==> src/design/spq_pkg.sv <==
package spq_pkg;

    // Default capacity of the queue
    localparam int QUEUE_DEPTH_DEF = 16;

    // Field widths
    localparam int ID_W   = 16;
    localparam int SEV_W  = 2;
    localparam int OCC_W  = 5;
    localparam int NUM_SEV = 4;

    // Stream payload widths (padded to whole bytes)
    localparam int S_TDATA_W = 24;
    localparam int S_TUSER_W = 1;
    localparam int M_TDATA_W = 24;
    localparam int M_TUSER_W = 2;

    // Action codes carried on s_tuser
    typedef enum logic [0:0] {
        ACT_ENQ = 1'b0,
        ACT_DEQ = 1'b1
    } action_t;

    // Result status codes carried on m_tuser
    typedef enum logic [1:0] {
        ST_DONE  = 2'd0,
        ST_FULL  = 2'd1,
        ST_EMPTY = 2'd2
    } status_t;

    // Controller states
    typedef enum logic [1:0] {
        FSM_IDLE = 2'd0,
        FSM_EXEC = 2'd1,
        FSM_RESP = 2'd2
    } fsm_state_t;

    // Controller to datapath commands
    typedef struct packed {
        logic load_item;
        logic exec;
        logic load_out;
    } ctrl_cmd_t;

    // Datapath to controller status
    typedef struct packed {
        logic out_free;
    } dp_status_t;

    // Both flags give 3, impact only 2, likelihood only 1, neither 0
    function automatic logic [SEV_W-1:0] sev_of(input logic impact, input logic likely);
        return {impact, likely};
    endfunction

endpackage

==> src/design/spq_ram.sv <==
module spq_ram
    import spq_pkg::*;
#(
    parameter int WIDTH = ID_W,
    parameter int DEPTH = NUM_SEV * QUEUE_DEPTH_DEF
)
(
    input  logic                     clk,
    input  logic                     we,
    input  logic [$clog2(DEPTH)-1:0] waddr,
    input  logic [WIDTH-1:0]         wdata,
    input  logic                     re,
    input  logic [$clog2(DEPTH)-1:0] raddr,
    output logic [WIDTH-1:0]         rdata
);

    logic [WIDTH-1:0] mem [DEPTH];

    // One write port, one registered read port
    always_ff @(posedge clk)
    begin
        if (we)
        begin
            mem[waddr] <= wdata;
        end
        if (re)
        begin
            rdata <= mem[raddr];
        end
    end

endmodule

==> src/design/spq_ctrl.sv <==
module spq_ctrl
    import spq_pkg::*;
(
    input  logic       clk,
    input  logic       rst_n,
    input  logic       s_tvalid,
    output logic       s_tready,
    input  dp_status_t dp_status,
    output ctrl_cmd_t  cmd
);

    fsm_state_t state_reg;
    fsm_state_t state_next;
    logic       accept;

    assign accept = s_tvalid && s_tready;

    // State register
    always_ff @(posedge clk or negedge rst_n)
    begin
        if (!rst_n)
        begin
            state_reg <= FSM_IDLE;
        end
        else
        begin
            state_reg <= state_next;
        end
    end

    // Next state
    always_comb
    begin
        state_next = state_reg;
        case (state_reg)
            FSM_IDLE:
            begin
                if (accept)
                begin
                    state_next = FSM_EXEC;
                end
            end
            FSM_EXEC:
            begin
                state_next = FSM_RESP;
            end
            FSM_RESP:
            begin
                if (dp_status.out_free)
                begin
                    state_next = FSM_IDLE;
                end
            end
            default:
            begin
                state_next = FSM_IDLE;
            end
        endcase
    end

    // Outputs
    always_comb
    begin
        s_tready      = 1'b0;
        cmd.load_item = 1'b0;
        cmd.exec      = 1'b0;
        cmd.load_out  = 1'b0;
        case (state_reg)
            FSM_IDLE:
            begin
                s_tready      = 1'b1;
                cmd.load_item = s_tvalid;
            end
            FSM_EXEC:
            begin
                cmd.exec = 1'b1;
            end
            FSM_RESP:
            begin
                cmd.load_out = dp_status.out_free;
            end
            default:
            begin
                s_tready = 1'b0;
            end
        endcase
    end

endmodule

==> src/design/spq_datapath.sv <==
module spq_datapath
    import spq_pkg::*;
#(
    parameter int QUEUE_DEPTH = QUEUE_DEPTH_DEF
)
(
    input  logic                 clk,
    input  logic                 rst_n,
    input  ctrl_cmd_t            cmd,
    input  logic [S_TDATA_W-1:0] s_tdata,
    input  logic [S_TUSER_W-1:0] s_tuser,
    output logic                 m_tvalid,
    input  logic                 m_tready,
    output logic [M_TDATA_W-1:0] m_tdata,
    output logic [M_TUSER_W-1:0] m_tuser,
    output dp_status_t           dp_status
);

    localparam int PTR_W     = (QUEUE_DEPTH > 1) ? $clog2(QUEUE_DEPTH) : 1;
    localparam int CNT_W     = $clog2(QUEUE_DEPTH + 1);
    localparam int RAM_DEPTH = NUM_SEV * QUEUE_DEPTH;
    localparam int ADDR_W    = $clog2(RAM_DEPTH);

    // Captured item
    logic             action_reg;
    logic [ID_W-1:0]  id_reg;
    logic             impact_reg;
    logic             likely_reg;

    // One FIFO per severity in a shared RAM
    logic [PTR_W-1:0] head_reg    [NUM_SEV];
    logic [PTR_W-1:0] head_next   [NUM_SEV];
    logic [PTR_W-1:0] tail_reg    [NUM_SEV];
    logic [PTR_W-1:0] tail_next   [NUM_SEV];
    logic [CNT_W-1:0] sev_cnt_reg [NUM_SEV];
    logic [CNT_W-1:0] sev_cnt_next[NUM_SEV];
    logic [CNT_W-1:0] cnt_reg;
    logic [CNT_W-1:0] cnt_next;

    // Result held between execute and output load
    status_t          res_status_reg;
    logic [SEV_W-1:0] res_sev_reg;
    logic             res_hit_reg;

    // Output register
    logic             m_tvalid_reg;
    status_t          out_status_reg;
    logic [ID_W-1:0]  out_id_reg;
    logic [SEV_W-1:0] out_sev_reg;
    logic [OCC_W-1:0] out_occ_reg;

    logic [SEV_W-1:0] item_sev;
    logic [SEV_W-1:0] top_sev;
    logic             is_deq;
    logic             full;
    logic             empty;
    logic             do_enq;
    logic             do_deq;
    logic             ram_we;
    logic             ram_re;
    logic [ADDR_W-1:0] ram_waddr;
    logic [ADDR_W-1:0] ram_raddr;
    logic [ID_W-1:0]  ram_rdata;

    function automatic logic [PTR_W-1:0] ptr_inc(input logic [PTR_W-1:0] p);
        logic [PTR_W-1:0] r;
        if (p == PTR_W'(QUEUE_DEPTH - 1))
        begin
            r = '0;
        end
        else
        begin
            r = p + 1'b1;
        end
        return r;
    endfunction

    // Item capture on accept (payload, no reset)
    always_ff @(posedge clk)
    begin
        if (cmd.load_item)
        begin
            action_reg <= s_tuser[0];
            id_reg     <= s_tdata[ID_W-1:0];
            impact_reg <= s_tdata[ID_W];
            likely_reg <= s_tdata[ID_W+1];
        end
    end

    assign item_sev = sev_of(impact_reg, likely_reg);
    assign is_deq   = (action_reg == ACT_DEQ);
    assign full     = (cnt_reg == CNT_W'(QUEUE_DEPTH));
    assign empty    = (cnt_reg == '0);
    assign do_enq   = cmd.exec && !is_deq && !full;
    assign do_deq   = cmd.exec && is_deq && !empty;

    // Highest nonempty severity
    always_comb
    begin
        top_sev = '0;
        for (int k = 0; k < NUM_SEV; k++)
        begin
            if (sev_cnt_reg[k] != '0)
            begin
                top_sev = SEV_W'(k);
            end
        end
    end

    // RAM address is severity * depth + pointer
    assign ram_we    = do_enq;
    assign ram_re    = do_deq;
    assign ram_waddr = ADDR_W'(item_sev) * ADDR_W'(QUEUE_DEPTH) + ADDR_W'(tail_reg[item_sev]);
    assign ram_raddr = ADDR_W'(top_sev) * ADDR_W'(QUEUE_DEPTH) + ADDR_W'(head_reg[top_sev]);

    spq_ram #(
        .WIDTH (ID_W),
        .DEPTH (RAM_DEPTH)
    ) u_ram (
        .clk   (clk),
        .we    (ram_we),
        .waddr (ram_waddr),
        .wdata (id_reg),
        .re    (ram_re),
        .raddr (ram_raddr),
        .rdata (ram_rdata)
    );

    // Pointer and count updates
    always_comb
    begin
        cnt_next = cnt_reg;
        if (do_enq)
        begin
            cnt_next = cnt_reg + 1'b1;
        end
        else if (do_deq)
        begin
            cnt_next = cnt_reg - 1'b1;
        end
        for (int k = 0; k < NUM_SEV; k++)
        begin
            head_next[k]    = head_reg[k];
            tail_next[k]    = tail_reg[k];
            sev_cnt_next[k] = sev_cnt_reg[k];
            if (do_enq && item_sev == SEV_W'(k))
            begin
                tail_next[k]    = ptr_inc(tail_reg[k]);
                sev_cnt_next[k] = sev_cnt_reg[k] + 1'b1;
            end
            if (do_deq && top_sev == SEV_W'(k))
            begin
                head_next[k]    = ptr_inc(head_reg[k]);
                sev_cnt_next[k] = sev_cnt_reg[k] - 1'b1;
            end
        end
    end

    always_ff @(posedge clk or negedge rst_n)
    begin
        if (!rst_n)
        begin
            cnt_reg <= '0;
            for (int k = 0; k < NUM_SEV; k++)
            begin
                head_reg[k]    <= '0;
                tail_reg[k]    <= '0;
                sev_cnt_reg[k] <= '0;
            end
        end
        else
        begin
            cnt_reg <= cnt_next;
            for (int k = 0; k < NUM_SEV; k++)
            begin
                head_reg[k]    <= head_next[k];
                tail_reg[k]    <= tail_next[k];
                sev_cnt_reg[k] <= sev_cnt_next[k];
            end
        end
    end

    // Result of the step
    always_ff @(posedge clk)
    begin
        if (cmd.exec)
        begin
            res_hit_reg <= do_deq;
            if (is_deq)
            begin
                res_status_reg <= empty ? ST_EMPTY : ST_DONE;
                res_sev_reg    <= empty ? '0 : top_sev;
            end
            else
            begin
                res_status_reg <= full ? ST_FULL : ST_DONE;
                res_sev_reg    <= item_sev;
            end
        end
    end

    // Output valid
    always_ff @(posedge clk or negedge rst_n)
    begin
        if (!rst_n)
        begin
            m_tvalid_reg <= 1'b0;
        end
        else if (cmd.load_out)
        begin
            m_tvalid_reg <= 1'b1;
        end
        else if (m_tready)
        begin
            m_tvalid_reg <= 1'b0;
        end
    end

    // Output payload; read data is stable since the execute cycle
    always_ff @(posedge clk)
    begin
        if (cmd.load_out)
        begin
            out_status_reg <= res_status_reg;
            out_id_reg     <= res_hit_reg ? ram_rdata : '0;
            out_sev_reg    <= res_sev_reg;
            out_occ_reg    <= OCC_W'(cnt_reg);
        end
    end

    assign m_tvalid           = m_tvalid_reg;
    assign m_tuser            = out_status_reg;
    assign m_tdata            = {1'b0, out_occ_reg, out_sev_reg, out_id_reg};
    assign dp_status.out_free = !m_tvalid_reg || m_tready;

endmodule

==> src/design/severity_priority_queue_core.sv <==
// Severity priority queue core.
// Input stream (s_*): one transaction per command. s_tuser selects enqueue (0)
// or dequeue (1); s_tdata carries the item id, impact and likelihood flags.
// Output stream (m_*): exactly one result transaction per command, with the
// status on m_tuser and id, severity and occupancy after the step on m_tdata.
// Entries sit in four per-severity FIFOs inside one RAM of 4 * QUEUE_DEPTH
// words; a dequeue takes the head of the highest nonempty severity, so equal
// severities leave in arrival order. A full queue drops an enqueue (status 1),
// an empty queue reports status 2 on a dequeue.
// The result is produced by the capture / execute / respond sequence of the
// controller around the registered RAM read; the next command is taken only
// after the controller has returned from the respond state to idle.
// The input is taken while a previous result still waits in the output
// register; a stalled receiver holds the result and, once the next command
// has executed, stops further input until the output register frees up.
// Reset empties the queue at once; no clearing pass is needed.
module severity_priority_queue_core
    import spq_pkg::*;
#(
    parameter int QUEUE_DEPTH = QUEUE_DEPTH_DEF
)
(
    input  logic                 clk,
    input  logic                 rst_n,
    input  logic                 s_tvalid,
    output logic                 s_tready,
    input  logic [S_TDATA_W-1:0] s_tdata,   // item_id[15:0], impact[16], likelihood[17], zero pad
    input  logic [S_TUSER_W-1:0] s_tuser,   // action[0]
    output logic                 m_tvalid,
    input  logic                 m_tready,
    output logic [M_TDATA_W-1:0] m_tdata,   // out_id[15:0], out_severity[17:16], occupancy[22:18], zero pad
    output logic [M_TUSER_W-1:0] m_tuser    // status[1:0]
);

    ctrl_cmd_t  cmd;
    dp_status_t dp_status;

    spq_ctrl u_ctrl (
        .clk       (clk),
        .rst_n     (rst_n),
        .s_tvalid  (s_tvalid),
        .s_tready  (s_tready),
        .dp_status (dp_status),
        .cmd       (cmd)
    );

    spq_datapath #(
        .QUEUE_DEPTH (QUEUE_DEPTH)
    ) u_datapath (
        .clk       (clk),
        .rst_n     (rst_n),
        .cmd       (cmd),
        .s_tdata   (s_tdata),
        .s_tuser   (s_tuser),
        .m_tvalid  (m_tvalid),
        .m_tready  (m_tready),
        .m_tdata   (m_tdata),
        .m_tuser   (m_tuser),
        .dp_status (dp_status)
    );

`ifndef SYNTHESIS
    // One command in flight at a time
    a_one_in_flight: assert property (@(posedge clk) disable iff (!rst_n)
        (s_tvalid && s_tready) |=> !s_tready)
        else $error("input taken while a command is in flight");

    // Empty dequeue reports no id and no severity
    a_empty_result: assert property (@(posedge clk) disable iff (!rst_n)
        (m_tvalid && m_tuser == ST_EMPTY) |-> (m_tdata[17:0] == '0))
        else $error("empty dequeue carries a payload");

    // Dropped enqueue reports no id
    a_full_result: assert property (@(posedge clk) disable iff (!rst_n)
        (m_tvalid && m_tuser == ST_FULL) |-> (m_tdata[15:0] == '0))
        else $error("dropped enqueue carries an id");

    // Output load only happens into a free output register
    a_load_free: assert property (@(posedge clk) disable iff (!rst_n)
        cmd.load_out |-> (!m_tvalid || m_tready))
        else $error("result overwrites a pending transaction");
`endif

endmodule
==> config.mk <==
export PLATFORM = sky130hd
export DESIGN_NAME = severity_priority_queue_core
export DESIGN_NICKNAME = d
export VERILOG_FILES = /design/src/design/spq_pkg.sv /design/src/design/spq_ram.sv /design/src/design/spq_ctrl.sv /design/src/design/spq_datapath.sv /design/src/design/severity_priority_queue_core.sv
export SDC_FILE = /design/constraint.sdc
export NUM_CORES = 1
export LEC_CHECK = 0
export BUFFER_PORTS_ARGS = -buffer_cell sky130_fd_sc_hd__buf_4
export CORE_UTILIZATION = 25
export CTS_CLUSTER_DIAMETER = 120
export CTS_CLUSTER_SIZE = 16
export DETAILED_ROUTE_END_ITERATION = 10
export PLACE_DENSITY_LB_ADDON = 0.08
export SYNTH_ARGS = -nofsm -noshare
export SYNTH_HDL_FRONTEND = slang
export SYNTH_SLANG_ARGS = --single-unit
==> constraint.sdc <==
create_clock -name clk -period 3.1 [get_ports clk]
set_input_delay 0.31 -clock clk [delete_from_list [all_inputs] [get_ports clk]]
set_output_delay 0.31 -clock clk [all_outputs]
set_load 0.05 [all_outputs]
==> results.toml, run 1 <==
[run_status]
outcome = "finished, violations left"
violations = "negative setup slack"

[global_route]
grt_antenna_before_repair = 4
track_usage_pct = 17.0
grt_pass1_wl_um = 225000
grt_pass1_vias = 29517
grt_max_degree = 65
grt_overflow = 0

[pwr]
max-vdd-ir-drop_uv = 511
power_density_nw_per_um2 = 931
p_leak_nw = 19.7

[floorplanning]
core_area_um2 = 181000
fp.dieW_um = 429
die_y_um = 429
row_count = 156
ios = 57
dieArea_um2 = 184000
initial_core_util_pct = 25.2

[synthesis]
ys_async_sr_fraction_pct = 4.81
synth_edf_count = 1089
synthFlopType = "edfxtp_1"
synth_top_area_share_pct = 71.6
yosysMostFrequentCell = "edfxtp_1"
ys_top_cells_by_count = "edfxtp_1 (1089), nand2_1 (818), a21oi_1 (214)"
ys_seq_area_share_pct = 74.7
synth.top_cells.by_area = "edfxtp_1 (72%), nand2_1 (6.7%), dfrtp_1 (3.0%), a21oi_1 (2.3%), nand3_1 (2.3%)"
ys_ff_latch = 1144
syn_nets = 3351
yosysTopAreaCell = "edfxtp_1"
yosysUniqueCellTypes = 61
postSynthAreaPerCell_um2 = 13.8
syn_inst = 3298
synth_warnings = 0
synthesis.area_um2 = 45600

[layout]
multi_input_area_um2 = 11900
regMostFlops = "u_datapath.u_ram.mem"
final_core_util_pct = 31.6
drive_above_1_share_pct = 23.3
fillers = 17817
largest_register_ffs = 1024
area_delta_synth_final_pct = 25.5
fin_nets = 3790
seqCellArea_um2 = 34100

[hold_path]
hold_class = "in -> async"

[routing]
wl_um = 160000
viasPerCell = 4.75
wl_per_cell_um = 26.1
drt_pass1_iterations = 5
drt_iter0_markers = 2205
detail-route-antenna-nets = 0
route.detailed.drc = 0
vias = 29162

[timing]
setup_viol = 16
tns_ns = -3.61
layout_setup_ws_ns = -0.284
maxSlewHeadroom_pct = 23.3
holdWs_ns = 0.210
fin_skew_ns = 0.0230
rsz0062_at_grt = "true"
hold_viol = 0
fin_crit_ns = 3.38
post-route-period-util_pct = 109
fmax_ghz = 0.295
worst_slew_pin_slew_ns = 1.15
slew_viol_final = 0

[clock_network]
clock_latency_ns = 0.72
path_clk_slew_ns = 0.08
clockRootBuffer = "clkbuf_16"
cts_tree = "yes"
cts_htree_levels = 3
clk_path_buf_depth = 3
cts_num_sinks = 1144
cts_made_buffers = 81

[critical_path]
crit_top_cell = "buf_12"
crit_chain = "or4_4 -> o21ai_4 -> nand3_4 -> and2_4 -> buf_12 -> buf_12 -> buf_12 -> mux2i_4 -> a221oi_4 -> a211o_4 -> a21o_1 -> a211o_1"
crit_required_ns = 3.57
path_class = "reg -> reg"
crit_path_top_delay_cell = "or4_4"
critPathMaxStageDelay_ns = 0.61
endpoint_kind = "register"
reg2reg_slack_ns = -0.28
cp.arrival_ns = 3.85
start_kind = "register"
crit_family = "compound AO/OA/AOI/OAI gates"
crit_buf_inv = 3
crit_fanout = 11

[placement]
pre_cts_ws_ns = -0.836
port_buffers = 49
gp_congestion = 0.765
hpwl_um = 97200

[job]
drv_cap = 0
## report_power, final
group	total (mW)	switching, mW	internal [mW]	leakage [nW]
Combinational	24.7	14.5	10.2	8.08
Clock	10.2	5.45	4.80	1.07
Sequential	18.4	0.488	17.9	10.5
Total	53.3	20.4	32.9	19.7
## worst register-to-register path, stage by stage (launching register included)
cell and delay, ns:
dfrtp_1 0.39, or4_4 0.61, o21ai_4 0.20, nand3_4 0.09, and2_4 0.17, buf_12 0.14, buf_12 0.14, buf_12 0.15
mux2i_4 0.22, a221oi_4 0.12, a211o_4 0.37, a21o_1 0.22, a211o_1 0.31
## metrics by stage
step	instances	instance area (um2)	power, mW
after floorplan	3298	45600	29.2
after global placement	5950	52300	39.3
after detailed placement	5950	52300	39.5
after CTS	6101	56300	52.6
after global routing	6128	57300	55.9
final	6134	57300	53.3
## what timing repair did
| item | in CTS | in global routing |
|---|---|---|
| hold endpoints to repair | 77 | 0 |
| hold buffers | 22 | 0 |
| setup buffers | 30 | 25 |
| pin swaps | 57 | 31 |
| gates resized for setup | 227 | 101 |
| gates cloned | 14 | 8 |
| setup endpoints to repair | 16 | 16 |
## routing by layer
metal	vias up	global-route usage [%]	part of all wire, %
li1	13234	-	-
met3	138	1.80	3.1
met5	-	0	0
met4	0	3.90	2.1
met1	15225	23.2	46
met2	565	28.8	49
## cell families (layout without fill, tap and decap cells)
family / Yosys count / after routing / share of synthesized area, %
compound gates: 605 / 605 / 8.81
xor+xnor: 24 / 24 / 0.460
fa+ha+maj: 24 / 24 / 0.724
buf+inv: 214 / 672 / 2.35
flops: 1144 / 1144 / 74.7
mux: 73 / 73 / 1.73
other cells: 1 / 7 / 0.00822
simple gates: 1213 / 1215 / 11.3
## final cells by class
cell class,instances,share of cell area (%)
repair buffers,558,10.6
multi-input cells,1942,20.8
clock buffers,96,3.67
flip-flops and latches,1144,59.5
clock inverters,8,0.153
diodes,6,0.0262
inverters,10,0.0655
well taps,2370,5.18
## cells in the final DEF, fill, tap and decap left out, types with 15 or more instances in the layout
master / instances
nor2_2: 15
nand3_1: 196
and3_1: 18
nor2_1: 69
buf_4: 390
dlygate4sd3_1: 22
dfrtp_1: 55
ha_1: 20
a21oi_1: 174
a21oi_2: 36
clkbuf_16: 89
nand2_1: 800
and2_1: 20
mux2i_1: 42
buf_16: 17
a32oi_1: 64
a221oi_1: 15
buf_12: 90
a31oi_1: 77
a211o_1: 18
mux2_2: 17
buf_6: 20
edfxtp_1: 1089
a22oi_2: 16
o21ai_0: 20
a22oi_1: 34
a21o_1: 24
xnor2_1: 17
## final timing paths
check,cells after the start,endpoint,startpoint
worst min register to register,0,u_datapath.out_sev_reg[0],u_datapath.res_sev_reg[0]
worst max-delay path,12,u_datapath.u_ram.rdata[1],u_datapath.sev_cnt_reg[11]
worst max register to register,12,u_datapath.u_ram.rdata[1],u_datapath.sev_cnt_reg[11]
min in group clk,2,u_datapath.id_reg[14],s_tdata[14]
worst min-delay path,2,u_datapath.sev_cnt_reg[9],rst_n
max in group asynchronous,2,u_datapath.cnt_reg[1],rst_n
Power figures use the tool's default switching activity.
==> run 2: changes to the inputs <==
--- a/config.mk
+++ b/config.mk
@@ -11,6 +11,7 @@
 export CTS_CLUSTER_SIZE = 16
 export DETAILED_ROUTE_END_ITERATION = 10
 export PLACE_DENSITY_LB_ADDON = 0.08
+export SKIP_LAST_GASP = 1
 export SYNTH_ARGS = -nofsm -noshare
 export SYNTH_HDL_FRONTEND = slang
 export SYNTH_SLANG_ARGS = --single-unit
==> run 2 against run 1 <==
- the flow still finishes with violations (negative setup slack)
- die area unchanged
- first-iteration DRC count up 0.23%
- maximum frequency up 0.34%
==> results.toml, run 2 (synthesized netlist as in run 1, its figures left out) <==
[run_status]
outcome = "finished, violations left"
violations = "negative setup slack"

[floorplanning]
die_y_um = 429
initial_core_util_pct = 25.2
row_count = 156
fp.dieW_um = 429
core_area_um2 = 181000
dieArea_um2 = 184000
ios = 57

[timing]
hold_viol = 0
worst_slew_pin_slew_ns = 1.17
rsz0062_at_grt = "true"
fmax_ghz = 0.296
tns_ns = -3.64
setup_viol = 16
fin_skew_ns = 0.0232
slew_viol_final = 0
post-route-period-util_pct = 109
maxSlewHeadroom_pct = 21.9
layout_setup_ws_ns = -0.273
fin_crit_ns = 3.37

[routing]
detail-route-antenna-nets = 0
route.detailed.drc = 0
viasPerCell = 4.75
wl_per_cell_um = 26.1
wl_um = 160000
vias = 29155
drt_iter0_markers = 2210
drt_pass1_iterations = 8

[critical_path]
timing.rr.start = "u_datapath.sev_cnt_reg[11]"
path_class = "reg -> reg"
endpoint_kind = "register"
cp.arrival_ns = 3.84
worstReg2RegEnd = "u_datapath.u_ram.rdata[1]"
reg2reg_slack_ns = -0.27
crit_required_ns = 3.57
start_kind = "register"
r2r_cells = 12
crit_fanout = 11

[layout]
area_delta_synth_final_pct = 25.3
final_common_cell = "edfxtp_1"
largest_register_ffs = 1024
drive_above_1_share_pct = 23.0
fillers = 17812
regMostFlops = "u_datapath.u_ram.mem"
fin_area_um2 = 57200
layout_common_cells = "edfxtp_1 (1089), nand2_1 (802), buf_4 (391)"
fin_nets = 3790

[pwr]
finalPower_mw = 53.2
p_sw_share_pct = 38.3
combPwrFrac_pct = 46.3
p_leak_nw = 19.6
switchingPower_mw = 20.4
power_density_nw_per_um2 = 931
p_clk_share_pct = 19.3
p_int_mw = 32.8
sequentialPowerShare_pct = 34.5
max-vdd-ir-drop_uv = 511

[clock_network]
cts_made_buffers = 81
cts_num_sinks = 1144
cts_htree_levels = 3
clockRootBuffer = "clkbuf_16"
cts_tree = "yes"
path_clk_slew_ns = 0.08
clk_path_buf_depth = 3
clock_latency_ns = 0.72

[placement]
place_area_um2 = 52300
gp_congestion = 0.765
hpwl_um = 97200
port_buffers = 49

[job]
drv_cap = 0

[global_route]
track_usage_pct = 17.0
grt_overflow = 0
grt_antenna_before_repair = 4
grt_pass1_wl_um = 225000
grt_max_degree = 65
grt_pass1_vias = 29527

[hold_path]
hold_class = "in -> async"
[run 2: cell counts in the layout (fill, tap and decap cells not counted)]
No cell type changed its count.
[run 2: cell type report]
cell class | count | area, um2 | share of cell area, %
clock buffer | 96 | 2100 | 3.68
tap | 2370 | 2970 | 5.18
sequential | 1144 | 34100 | 59.6
clock inverter | 8 | 87.6 | 0.153
timing repair buffer | 558 | 6070 | 10.6
antenna | 6 | 15.0 | 0.0262
multi-input combinational | 1942 | 11800 | 20.7
inverter | 10 | 37.5 | 0.0656
[run 2: per-layer routing]
layer / vias to the layer above / global-route usage, % / wire length, um
li1: 13233 / - / -
met3: 146 / 1.80 / 4940
met2: 541 / 28.8 / 78500
met1: 15235 / 23.2 / 73200
met4: 0 / 3.90 / 3490
met5: - / 0 / 0
[run 2: critical path, cell delays in order (launching register included)]
cell	delay, ns
dfrtp_1	0.38
or4_4	0.61
o21ai_4	0.20
nand3_4	0.09
and2_4	0.17
buf_12	0.14
buf_12	0.13
buf_12	0.15
mux2i_4	0.22
a221oi_4	0.12
a211o_4	0.36
a21o_1	0.22
a211o_1	0.31
[run 2: metrics by stage]
stage / hold slack (ns) / std cells / worst slack [ns] / util (%)
after global routing: 0.247 / 6128 / -0.354 / 31.6
final: 0.208 / 6134 / -0.273 / 31.6
after floorplan: 0.0144 / 3298 / -0.0321 / -
after CTS: 0.175 / 6101 / -0.224 / 31.1
after detailed placement: 0.405 / 5950 / -0.836 / 28.9
after global placement: 0.420 / 5950 / -0.927 / 28.9
[run 2: power by group through the flow]
stage	sequential (mW)	combinational [mW]	clock, mW
floorplan	19.0	10.2	0
global route	18.4	26.4	11.0
global placement	18.7	20.7	0
CTS	18.4	23.6	10.6
detailed placement	18.7	20.8	0
finish	18.4	24.6	10.3
[run 2: worst max-delay path by stage]
stage,endpoint,start,slack (ns)
3_3_place_gp,u_datapath.u_ram.rdata[13],u_datapath.sev_cnt_reg[6],-0.93
3_5_place_dp,u_datapath.u_ram.rdata[13],u_datapath.sev_cnt_reg[6],-0.84
5_1_grt,u_datapath.u_ram.rdata[12],u_datapath.sev_cnt_reg[11],-0.35
4_1_cts,u_datapath.u_ram.rdata[8],u_datapath.sev_cnt_reg[9],-0.22
6_report,u_datapath.u_ram.rdata[1],u_datapath.sev_cnt_reg[11],-0.27
2_1_floorplan,u_datapath.u_ram.mem[39][0],u_ctrl.state_reg[1],-0.03
[run 2: repair_timing]
action	in CTS	in global routing
pin swaps	57	31
setup endpoints to repair	16	16
gates resized for setup	222	92
gates cloned	14	8
endpoints found under the hold margin	77	0
setup buffers	30	25
hold buffers	22	0
==> run 3: changes to the inputs <==
--- a/config.mk
+++ b/config.mk
@@ -6,11 +6,12 @@
 export NUM_CORES = 1
 export LEC_CHECK = 0
 export BUFFER_PORTS_ARGS = -buffer_cell sky130_fd_sc_hd__buf_4
+export CORE_ASPECT_RATIO = 0.5
 export CORE_UTILIZATION = 25
 export CTS_CLUSTER_DIAMETER = 120
 export CTS_CLUSTER_SIZE = 16
 export DETAILED_ROUTE_END_ITERATION = 10
-export PLACE_DENSITY_LB_ADDON = 0.08
+export PLACE_DENSITY_LB_ADDON = 0.12
 export SKIP_LAST_GASP = 1
 export SYNTH_ARGS = -nofsm -noshare
 export SYNTH_HDL_FRONTEND = slang
==> run 3 against run 2 <==
- the flow still finishes with violations (negative setup slack)
- first-iteration DRC count up 31%
- wire length increased by 1.6%
- final area is 0.13% higher
- non-clock buffer count up 50
- critical path depth is 2 higher
- final cell count increased by 1.5%
- flip-flop and latch count stayed put
- sequential power about the same
- clock-buffer cell count down 1
==> results.toml, run 3 (synthesized netlist as in run 1, its figures left out) <==
[run_status]
outcome = "finished, violations left"
violations = "negative setup slack"

[timing]
tns_ns = -5.14
fin_skew_ns = 0.0353
maxSlewHeadroom_pct = 23.2
slew_viol_final = 0
hold_viol = 0
fin_crit_ns = 3.48
setup_viol = 16
post-route-period-util_pct = 112
rsz0062_at_grt = "true"
layout_setup_ws_ns = -0.377
worst_slew_pin_slew_ns = 1.15
fmax_ghz = 0.288

[global_route]
grt_pass1_wl_um = 224000
grt_pass1_vias = 28934
grt_antenna_before_repair = 15
track_usage_pct = 17.1
grt_max_degree = 68
grt_overflow = 0

[layout]
final_common_cell = "edfxtp_1"
final_core_util_pct = 31.7
finalNonFillerCells = 6224
area_delta_synth_final_pct = 25.5
fin_nets = 3839
layout_common_cells = "edfxtp_1 (1089), nand2_1 (813), buf_4 (441)"
drive_above_1_share_pct = 22.9
largest_register_ffs = 1024
regMostFlops = "u_datapath.u_ram.mem"
fin_area_um2 = 57300

[clock_network]
path_clk_slew_ns = 0.09
cts_num_sinks = 1144
cts_htree_levels = 3
clockRootBuffer = "clkbuf_16"
cts_tree = "yes"
clk_path_buf_depth = 3
cts_made_buffers = 81
clock_latency_ns = 0.71

[routing]
route.detailed.drc = 0
vias = 29520
wl_per_cell_um = 26.1
wl_um = 163000
detail-route-antenna-nets = 0
drt_iter0_markers = 2904
viasPerCell = 4.74
drt_pass1_iterations = 6

[placement]
gp_congestion = 0.804
port_buffers = 49
place_area_um2 = 52900
hpwl_um = 100000
dp_cells = 6039

[hold_path]
hold_class = "in -> async"

[floorplanning]
ios = 57
die_y_um = 304
initial_core_util_pct = 25.3
row_count = 110
dieArea_um2 = 184000
fp.dieW_um = 606
core_area_um2 = 181000

[critical_path]
endpoint_kind = "register"
crit_start = "u_datapath.sev_cnt_reg[13]"
reg2reg_slack_ns = -0.38
worstReg2RegEnd = "u_datapath.u_ram.rdata[6]"
cp.arrival_ns = 3.93
crit_fanout = 7
timing.rr.start = "u_datapath.sev_cnt_reg[13]"
r2r_cells = 14
start_kind = "register"
crit_required_ns = 3.56
path_class = "reg -> reg"
endpoint = "u_datapath.u_ram.rdata[6]"

[pwr]
max-vdd-ir-drop_uv = 432
power_density_nw_per_um2 = 916
finalPower_mw = 52.4
p_leak_nw = 19.8

[job]
drv_cap = 0
-- run 3: worst max-delay path, stage by stage, from the launching register on --
cell       delay [ns]
dfrtp_1          0.41
or4_4            0.61
o21ai_4          0.20
nand3_4          0.10
buf_6            0.15
and2_4           0.25
buf_12           0.17
clkbuf_16        0.16
buf_4            0.16
nand2_1          0.06
a32oi_1          0.10
a22oi_2          0.30
a21boi_1         0.15
buf_4            0.19
a211o_1          0.22
-- run 3: how the worst min path moves through the flow --
stage,start,to,slack [ns],cells after the start
after floorplan,rst_n,u_ctrl.state_reg[0],0.01,0
after global placement,u_datapath.res_status_reg[1],u_datapath.m_tuser[1],0.43,0
after detailed placement,u_datapath.res_status_reg[0],u_datapath.m_tuser[0],0.42,0
after CTS,rst_n,u_datapath.cnt_reg[4],0.22,2
after global routing,rst_n,u_datapath.head_reg[0],0.26,2
final,rst_n,u_datapath.head_reg[1],0.21,2
-- run 3: metrics by stage --
| stage | setup WS, ns | hold WS [ns] |
|---|---|---|
| finish | -0.377 | 0.212 |
| global route | -0.435 | 0.262 |
| CTS | -0.354 | 0.219 |
| detailed placement | -1.23 | 0.416 |
| global placement | -1.74 | 0.430 |
| floorplan | -0.0321 | 0.0144 |
-- run 3: cell type report --
| class | instances | area, um2 |
|---|---|---|
| tap | 2408 | 3010 |
| inverter | 10 | 37.5 |
| antenna | 11 | 27.5 |
| clock inverter | 7 | 83.8 |
| timing repair buffer | 608 | 6400 |
| clock buffer | 95 | 2100 |
| multi-input combinational | 1941 | 11500 |
| fill | 17892 | 123000 |
| sequential | 1144 | 34100 |
-- run 3: metal layers --
metal / GRT usage, % / part of all wire (%) / up-vias
met3: 2.85 / 5.0 / 158
met2: 26.4 / 45 / 725
met1: 24.9 / 48 / 15294
met4: 3.92 / 2.2 / 2
li1: - / - / 13341
met5: 0.362 / 0.055 / -
-- run 3: where the power goes --
group          internal (mW)  switching (mW)
combinational           9.76            14.1
clock                   4.80            5.49
sequential              17.9           0.422
total                   32.4            20.0
-- run 3: repair_timing --
| action | 4_1_cts | 5_1_grt |
|---|---|---|
| gates cloned | 6 | 13 |
| setup endpoints to repair | 16 | 19 |
| hold endpoints to repair | 77 | 0 |
| hold buffers | 22 | 0 |
| pin swaps | 26 | 55 |
| gates resized for setup | 127 | 108 |
| setup buffers | 18 | 18 |
